[src/design/seval_pkg.sv]
// ----------------------------------------------------------------------------
// seval_pkg
// Shared types, sizes and codes of the stack expression evaluator.
// ----------------------------------------------------------------------------
`default_nettype none

package seval_pkg;

  localparam int STACK_DEPTH = 16;
  localparam int VALUE_WIDTH = 32;
  localparam int OUT_W       = 32;

  localparam int ADDR_W  = $clog2(STACK_DEPTH);
  localparam int COUNT_W = $clog2(STACK_DEPTH + 1);
  localparam int STEP_W  = $clog2(VALUE_WIDTH);

  typedef logic [VALUE_WIDTH-1:0] value_t;
  typedef logic [ADDR_W-1:0]      addr_t;
  typedef logic [COUNT_W-1:0]     count_t;

  localparam logic [7:0] CH_ZERO  = 8'h30;
  localparam logic [7:0] CH_NINE  = 8'h39;
  localparam logic [7:0] CH_PLUS  = 8'h2b;
  localparam logic [7:0] CH_MINUS = 8'h2d;
  localparam logic [7:0] CH_STAR  = 8'h2a;
  localparam logic [7:0] CH_SLASH = 8'h2f;

  typedef enum logic [2:0] {
    ST_OK    = 3'd0,
    ST_UNDER = 3'd1,
    ST_OVER  = 3'd2,
    ST_DIVZ  = 3'd3,
    ST_EMPTY = 3'd4
  } status_e;

  typedef enum logic [1:0] {
    OP_ADD,
    OP_SUB,
    OP_MUL,
    OP_DIV
  } op_e;

  typedef enum logic [1:0] {
    S_IDLE,
    S_READ,
    S_BUSY,
    S_EMIT
  } state_e;

  typedef enum logic {
    MD_MUL,
    MD_DIV
  } md_op_e;

  typedef struct packed {
    logic   start;
    md_op_e op;
  } md_req_t;

  typedef struct packed {
    logic   we;
    addr_t  waddr;
    value_t wdata;
    logic   re;
    addr_t  raddr;
  } ram_req_t;

endpackage

`default_nettype wire

[src/design/stack_expression_evaluator.sv]
// ----------------------------------------------------------------------------
// stack_expression_evaluator
// Postfix / prefix evaluator over a RAM-backed stack with a cached top entry.
//
//   channel | direction | handshake              | word
//   --------+-----------+------------------------+------------------------------
//   in      | input     | in_valid_i/in_ready_o  | symbol_i, end_of_expression_i
//   out     | output    | out_valid_o/out_ready_i| value_o, status_o
//   cfg     | input     | cfg_valid_i/cfg_ready_o| cfg_operand_order_i
//
// Digits, ignored characters and operators short of two entries are handled in
// S_IDLE; + and - and a / by zero also pass S_READ (one RAM read for the second
// entry), other * and / go on through S_BUSY in the bit-serial unit.
// An end-marked word then passes S_EMIT to load the output register, and waits
// there while a previous result is not taken.
// Reset clears the count, status and handshakes; no RAM clearing pass.
// ----------------------------------------------------------------------------
`default_nettype none

module stack_expression_evaluator import seval_pkg::*; (
  input  logic              clk_i,
  input  logic              rst_ni,
  input  logic              in_valid_i,
  output logic              in_ready_o,
  input  logic [7:0]        symbol_i,
  input  logic              end_of_expression_i,
  output logic              out_valid_o,
  input  logic              out_ready_i,
  output logic signed [OUT_W-1:0] value_o,
  output logic [2:0]        status_o,
  input  logic              cfg_valid_i,
  output logic              cfg_ready_o,
  input  logic              cfg_operand_order_i
);

  state_e  state_q, state_d;
  count_t  count_q, count_d;
  status_e err_q, err_d;
  logic    order_q;
  value_t  tos_q, tos_d;
  op_e     op_q, op_d;
  logic    eoe_q, eoe_d;

  logic              out_valid_q, out_valid_d;
  logic [OUT_W-1:0]  value_q, value_d;
  status_e           status_q, status_d;

  ram_req_t ram_req;
  value_t   ram_rdata;
  md_req_t  md_req;
  logic     md_done;
  value_t   md_result;

  logic   accept;
  logic   is_digit;
  logic   is_op;
  op_e    op_dec;
  value_t lhs;
  value_t rhs;
  state_e after_op;

  seval_ram u_ram (
    .clk_i   (clk_i),
    .req_i   (ram_req),
    .rdata_o (ram_rdata)
  );

  seval_muldiv u_muldiv (
    .clk_i    (clk_i),
    .rst_ni   (rst_ni),
    .req_i    (md_req),
    .lhs_i    (lhs),
    .rhs_i    (rhs),
    .done_o   (md_done),
    .result_o (md_result)
  );

  assign in_ready_o  = (state_q == S_IDLE);
  assign accept      = in_valid_i && in_ready_o;
  assign cfg_ready_o = 1'b1;

  always_comb begin
    is_digit = (symbol_i >= CH_ZERO) && (symbol_i <= CH_NINE);
    is_op    = 1'b1;
    case (symbol_i)
      CH_PLUS:  op_dec = OP_ADD;
      CH_MINUS: op_dec = OP_SUB;
      CH_STAR:  op_dec = OP_MUL;
      CH_SLASH: op_dec = OP_DIV;
      default: begin
        op_dec = OP_ADD;
        is_op  = 1'b0;
      end
    endcase
  end

  // Writes only happen on digit words in S_IDLE and reads are issued on
  // operator words, so the RAM never sees both on one entry in one cycle.
  always_comb begin
    lhs      = order_q ? tos_q : ram_rdata;
    rhs      = order_q ? ram_rdata : tos_q;
    after_op = eoe_q ? S_EMIT : S_IDLE;

    state_d     = state_q;
    count_d     = count_q;
    err_d       = err_q;
    tos_d       = tos_q;
    op_d        = op_q;
    eoe_d       = eoe_q;
    out_valid_d = out_valid_q && !out_ready_i;
    value_d     = value_q;
    status_d    = status_q;

    ram_req.we    = 1'b0;
    ram_req.waddr = ADDR_W'(count_q - COUNT_W'(1));
    ram_req.wdata = tos_q;
    ram_req.re    = 1'b0;
    ram_req.raddr = ADDR_W'(count_q - COUNT_W'(2));

    md_req.start = 1'b0;
    md_req.op    = (op_q == OP_DIV) ? MD_DIV : MD_MUL;

    case (state_q)
      S_IDLE: begin
        if (accept) begin
          eoe_d   = end_of_expression_i;
          op_d    = op_dec;
          state_d = end_of_expression_i ? S_EMIT : S_IDLE;
          if (is_digit) begin
            if (count_q == COUNT_W'(STACK_DEPTH)) begin
              if (err_q == ST_OK) err_d = ST_OVER;
            end else begin
              // spill the old top, cache the digit
              ram_req.we = (count_q != '0);
              tos_d      = value_t'(symbol_i[3:0]);
              count_d    = count_q + COUNT_W'(1);
            end
          end else if (is_op) begin
            if (count_q < COUNT_W'(2)) begin
              if (err_q == ST_OK) err_d = ST_UNDER;
            end else begin
              ram_req.re = 1'b1;
              state_d    = S_READ;
            end
          end
        end
      end
      S_READ: begin
        case (op_q)
          OP_ADD: begin
            tos_d   = lhs + rhs;
            count_d = count_q - COUNT_W'(1);
            state_d = after_op;
          end
          OP_SUB: begin
            tos_d   = lhs - rhs;
            count_d = count_q - COUNT_W'(1);
            state_d = after_op;
          end
          OP_MUL: begin
            md_req.start = 1'b1;
            state_d      = S_BUSY;
          end
          default: begin
            if (rhs == '0) begin
              if (err_q == ST_OK) err_d = ST_DIVZ;
              tos_d   = '0;
              count_d = count_q - COUNT_W'(1);
              state_d = after_op;
            end else begin
              md_req.start = 1'b1;
              state_d      = S_BUSY;
            end
          end
        endcase
      end
      S_BUSY: begin
        if (md_done) begin
          tos_d   = md_result;
          count_d = count_q - COUNT_W'(1);
          state_d = after_op;
        end
      end
      S_EMIT: begin
        // hold until the output register is free
        if (!out_valid_q || out_ready_i) begin
          out_valid_d = 1'b1;
          if (count_q != '0) begin
            value_d  = OUT_W'($signed(tos_q));
            status_d = err_q;
          end else begin
            value_d  = '0;
            status_d = (err_q == ST_OK) ? ST_EMPTY : err_q;
          end
          count_d = '0;
          err_d   = ST_OK;
          state_d = S_IDLE;
        end
      end
      default: begin
        state_d = S_IDLE;
      end
    endcase
  end

  always_ff @(posedge clk_i or negedge rst_ni) begin
    if (!rst_ni) begin
      state_q     <= S_IDLE;
      count_q     <= '0;
      err_q       <= ST_OK;
      order_q     <= 1'b0;
      out_valid_q <= 1'b0;
    end else begin
      state_q     <= state_d;
      count_q     <= count_d;
      err_q       <= err_d;
      out_valid_q <= out_valid_d;
      if (cfg_valid_i && cfg_ready_o) begin
        order_q <= cfg_operand_order_i;
      end
    end
  end

  always_ff @(posedge clk_i) begin
    tos_q    <= tos_d;
    op_q     <= op_d;
    eoe_q    <= eoe_d;
    value_q  <= value_d;
    status_q <= status_d;
  end

  assign out_valid_o = out_valid_q;
  assign value_o     = $signed(value_q);
  assign status_o    = status_q;

endmodule

`default_nettype wire

[src/design/seval_ram.sv]
// ----------------------------------------------------------------------------
// seval_ram
// Stack store below the top entry: one write port, one registered read port.
// ----------------------------------------------------------------------------
`default_nettype none

module seval_ram import seval_pkg::*; (
  input  logic     clk_i,
  input  ram_req_t req_i,
  output value_t   rdata_o
);

  value_t mem [STACK_DEPTH];
  value_t rdata_q;

  always_ff @(posedge clk_i) begin
    if (req_i.we) begin
      mem[req_i.waddr] <= req_i.wdata;
    end
    if (req_i.re) begin
      rdata_q <= mem[req_i.raddr];
    end
  end

  assign rdata_o = rdata_q;

endmodule

`default_nettype wire

[src/design/seval_muldiv.sv]
// ----------------------------------------------------------------------------
// seval_muldiv
// Iterative unit: shift-add multiply (low half) and restoring signed divide,
// one bit per cycle, truncating toward zero.
// ----------------------------------------------------------------------------
`default_nettype none

module seval_muldiv import seval_pkg::*; (
  input  logic    clk_i,
  input  logic    rst_ni,
  input  md_req_t req_i,
  input  value_t  lhs_i,
  input  value_t  rhs_i,
  output logic    done_o,
  output value_t  result_o
);

  logic                 busy_q, busy_d;
  logic                 done_q, done_d;
  logic [STEP_W-1:0]    step_q, step_d;
  md_op_e               op_q, op_d;
  logic                 neg_q, neg_d;
  value_t               x_q, x_d;
  value_t               y_q, y_d;
  logic [VALUE_WIDTH:0] acc_q, acc_d;
  value_t               res_q, res_d;

  logic [VALUE_WIDTH:0] rsh;
  logic [VALUE_WIDTH:0] diff;
  logic [VALUE_WIDTH:0] acc_n;
  value_t               y_n;
  value_t               lhs_mag;
  value_t               rhs_mag;

  always_comb begin
    lhs_mag = lhs_i[VALUE_WIDTH-1] ? (~lhs_i + value_t'(1)) : lhs_i;
    rhs_mag = rhs_i[VALUE_WIDTH-1] ? (~rhs_i + value_t'(1)) : rhs_i;

    rsh  = {acc_q[VALUE_WIDTH-1:0], y_q[VALUE_WIDTH-1]};
    diff = rsh - {1'b0, x_q};

    if (op_q == MD_MUL) begin
      acc_n = {1'b0, acc_q[VALUE_WIDTH-1:0] + (y_q[0] ? x_q : '0)};
      y_n   = y_q >> 1;
    end else if (!diff[VALUE_WIDTH]) begin
      acc_n = diff;
      y_n   = {y_q[VALUE_WIDTH-2:0], 1'b1};
    end else begin
      acc_n = rsh;
      y_n   = {y_q[VALUE_WIDTH-2:0], 1'b0};
    end

    busy_d = busy_q;
    done_d = 1'b0;
    step_d = step_q;
    op_d   = op_q;
    neg_d  = neg_q;
    x_d    = x_q;
    y_d    = y_q;
    acc_d  = acc_q;
    res_d  = res_q;

    if (req_i.start) begin
      busy_d = 1'b1;
      step_d = '0;
      op_d   = req_i.op;
      acc_d  = '0;
      neg_d  = lhs_i[VALUE_WIDTH-1] ^ rhs_i[VALUE_WIDTH-1];
      if (req_i.op == MD_MUL) begin
        x_d = lhs_i;
        y_d = rhs_i;
      end else begin
        x_d = rhs_mag;
        y_d = lhs_mag;
      end
    end else if (busy_q) begin
      acc_d  = acc_n;
      y_d    = y_n;
      step_d = step_q + STEP_W'(1);
      if (op_q == MD_MUL) begin
        x_d = x_q << 1;
      end
      if (step_q == STEP_W'(VALUE_WIDTH - 1)) begin
        busy_d = 1'b0;
        done_d = 1'b1;
        if (op_q == MD_MUL) begin
          res_d = acc_n[VALUE_WIDTH-1:0];
        end else begin
          res_d = neg_q ? (~y_n + value_t'(1)) : y_n;
        end
      end
    end
  end

  always_ff @(posedge clk_i or negedge rst_ni) begin
    if (!rst_ni) begin
      busy_q <= 1'b0;
      done_q <= 1'b0;
      step_q <= '0;
    end else begin
      busy_q <= busy_d;
      done_q <= done_d;
      step_q <= step_d;
    end
  end

  always_ff @(posedge clk_i) begin
    op_q  <= op_d;
    neg_q <= neg_d;
    x_q   <= x_d;
    y_q   <= y_d;
    acc_q <= acc_d;
    res_q <= res_d;
  end

  assign done_o   = done_q;
  assign result_o = res_q;

endmodule

`default_nettype wire

[config.mk]
export PLATFORM = sky130hd
export DESIGN_NAME = stack_expression_evaluator
export DESIGN_NICKNAME = d
export VERILOG_FILES = /design/src/design/seval_pkg.sv /design/src/design/stack_expression_evaluator.sv /design/src/design/seval_ram.sv /design/src/design/seval_muldiv.sv
export SDC_FILE = /design/constraint.sdc
export NUM_CORES = 1
export LEC_CHECK = 0
export BUFFER_PORTS_ARGS = -buffer_cell sky130_fd_sc_hd__buf_2
export CAP_MARGIN = 20
export CORE_MARGIN = 2
export CORE_UTILIZATION = 60
export DETAILED_ROUTE_END_ITERATION = 8
export PLACE_DENSITY = 0.76
export SKIP_LAST_GASP = 1
export SLEW_MARGIN = 5
export SYNTH_ARGS = -nofsm -noshare
export SYNTH_HDL_FRONTEND = slang
export SYNTH_SLANG_ARGS = --single-unit
[constraint.sdc]
create_clock -name clk_i -period 7.9 [get_ports clk_i]
set_input_delay 1.185 -clock clk_i [delete_from_list [all_inputs] [get_ports clk_i]]
set_output_delay 1.185 -clock clk_i [all_outputs]
set_load 0.1 [all_outputs]
==> reports/metrics.yaml <==
diodes: 0
setup_slack_ns: 1.65
min_period_over_period_pct: 79.1
grt_pass1_vias: 28700
fp.dieArea_mm2: 0.0700
nets: 3381
finalNonFillerCells: 4182
firstDrtPassIters: 6
cts_setup_buffers: 0
fin_area_mm2: 0.0445
yosys_warnings: 0
syn_inst: 3270
max-vdd-ir-drop_mv: 0.339
syn_area_mm2: 0.0407
final_cell_mix: "712 x edfxtp_1, 253 x nand2_1, 210 x a21oi_1"
netlist.area_leader.share_pct: 52.5
outcome: "complete, no violations"
cts_made_buffers: 79
grt_pass1_wl_mm: 179
hold_buffers: 0
maxCapViolations: 0
setup_viol: 0
grt_max_degree: 104
cts_buffer_depth: 3
synth.distinct_cells: 104
maxSlewHeadroom_pct: 22.7
p_leak_nw: 15.6
die_w_um: 265
slew_viol_final: 0
final_hold_viol_count: 0
placed_cells: 4040
fp.coreArea_mm2: 0.0672
start_kind: "flop"
cts_max_level: 3
endpoint_kind: "flop"
syn_avg_cell_area_um2: 12.5
fin_crit_ns: 6.25
syn_to_final_growth_pct: 9.35
utilization_pct: 66.3
pin_count: 53
finClkSkew_ns: 0.0563
grt_overflow_total: 0
dp_hpwl_mm: 76.3
cp.required_ns: 8.27
grt_usage_pct: 34.4
ys_ff_latch: 762
drive_gt1_share_pct: 15.1
vias: 29400
drtIter0Drc: 4144
timing.rr.start: "order_q"
layout.cells.most_common: "edfxtp_1"
r2r_cells: 19
clk_latency_ns: 0.68
ctsResizeCount: 0
fin_tns_setup_ns: 0
reg2reg_setup_slack_ns: 1.65
num_rows: 95
drc_errors: 0
gp_congestion: 1.00
rsz0062_at_grt: "false"
antenna_left: 0
powerDensity_mw_per_mm2: 454
cts_tree: "built"
ys_seq_area_share_pct: 55.2
fmax_mhz: 160
crit_fanout: 47
placed_area_mm2: 0.0418
clock-sinks: 762
die_h_um: 265
start_util_pct: 60.6
post-place-ws_ns: 1.97
ys.flop_type: "edfxtp_1"
cp.arrival_ns: 6.62
antenna_found_initial: 7
routed_via_density: 7.02
io_buffers: 51
reg2reg_to: "tos_q[31]"
synth.area.top_cells: "edfxtp_1 53%, mux4_2 8.8%, ha_1 3.5%, a21oi_1 2.6%, nand2_1 2.3%"
synth_area_leader_cell: "edfxtp_1"
wl_per_cell_um: 28.8
clkTransAtPathRegs_ns: 0.06
hp-class: "in2async"
criticalPathCategory: "reg2reg"
critPathLaunch: "order_q"
root_buffer: "clkbuf_16"
tightest_slew_ns: 1.16
syn-num-nets: 3401
totalWireLength_mm: 120
synth-edff-count: 712
synthArstFlopShare_pct: 2.36
crit_path_end: "tos_q[31]"
layout make-up:
type	instances	area, µm²
clock inverters	41	539
multi-input cells	2207	17200
repair buffers	109	748
well taps	873	1090
flip-flops and latches	762	22500
clock buffers	99	2110
inverters	91	342
fillers	4715	22600
critical path, cell delays in order, from the launching register on:
cell	delay, ns
dfrtp_4	0.82
buf_4	0.52
nor3b_1	0.45
o221ai_1	0.29
nor3_2	0.57
nand2b_1	0.26
nor3b_1	0.34
nor2_1	0.09
xor2_1	0.17
ha_1	0.34
a211oi_1	0.30
nand2_1	0.13
nor2_1	0.12
o211ai_1	0.11
a221oi_1	0.53
o21a_1	0.28
a31oi_1	0.15
a31oi_1	0.25
xnor2_1	0.14
o21ai_0	0.09
power breakdown:
part	leakage, nW	switching (mW)	internal [mW]
Combinational	7.32	5.86	3.79
Clock	1.29	1.64	2.16
Sequential	7.04	1.10	5.65
Total	15.6	8.60	11.6
synth_stat cells, types with 10 or more instances:
cell type / instances
xor2_1: 86
a31oi_1: 34
o211ai_1: 44
edfxtp_1: 712
mux2_2: 30
a211oi_1: 26
or3_1: 13
dfxtp_1: 32
nor2b_1: 69
a22oi_1: 40
nand3_1: 35
o31ai_1: 24
a311oi_1: 18
inv_1: 89
nor2_1: 215
a21o_1: 49
ha_1: 113
nor3_1: 69
buf_2: 27
dfrtp_1: 18
mux2i_1: 57
a21boi_0: 11
nor4_1: 10
nand2b_1: 34
o21a_1: 23
mux4_2: 160
buf_1: 24
xnor2_1: 105
nor3b_1: 18
o22ai_1: 26
o21bai_1: 13
nand2_1: 254
a21oi_1: 210
and2_1: 52
clkbuf_1: 149
a31o_2: 11
o21ai_0: 185
and3_1: 13
nand4_1: 21
worst min-delay path by stage:
stage	from	to	slack, ns	cells past startpoint
after CTS	rst_ni	u_muldiv.step_q[2]	0.51	1
after global placement	u_muldiv.acc_q[10]	u_muldiv.acc_q[10]	0.49	2
final	rst_ni	count_q[0]	0.52	1
after floorplan	u_muldiv.acc_q[14]	u_muldiv.acc_q[14]	0.48	2
after detailed placement	u_muldiv.acc_q[16]	u_muldiv.acc_q[16]	0.51	2
after global routing	rst_ni	count_q[0]	0.54	1
per-layer routing:
layer  track usage [%]  part of all wire (%)  vias to the layer above
met2              54.7                    47                     1973
met1              46.1                    38                    14500
met4              16.2                   4.9                       12
met5                 0                 0.057                        -
li1                  -                     -                    12400
met3              6.53                    10                      414
per-stage QoR:
stage	hold slack, ns	power [mW]
global placement	0.490	15.9
floorplan	0.476	13.4
global route	0.537	21.2
CTS	0.506	20.0
finish	0.520	20.2
detailed placement	0.509	16.2
logic make-up after synthesis:
kind of cell	count (synthesis)	share of synthesized area [%]
mux	250	11.2
fa+ha+maj	116	3.62
buf+inv	301	3.00
flops	762	55.2
compound gates	799	12.6
xor+xnor	193	4.19
other cells	1	0.00921
simple gates	848	10.2
state kept, by name (all words and copies together) (netlist names):
signal / cells
u_ram.mem: 512
tos_q: 32
u_muldiv.acc_q: 32
u_muldiv.result_o: 32
u_muldiv.x_q: 32
u_muldiv.y_q: 32
u_ram.rdata_o: 32
value_o: 32
count_q: 5
u_muldiv.step_q: 5
status_o: 3
err_q: 2
op_q: 2
state_q: 2
eoe_q: 1
order_q: 1
out_valid_o: 1
u_muldiv.busy_q: 1
u_muldiv.done_o: 1
u_muldiv.neg_q: 1
u_muldiv.op_q: 1
Note: power is estimated with default switching activity, not from simulation.
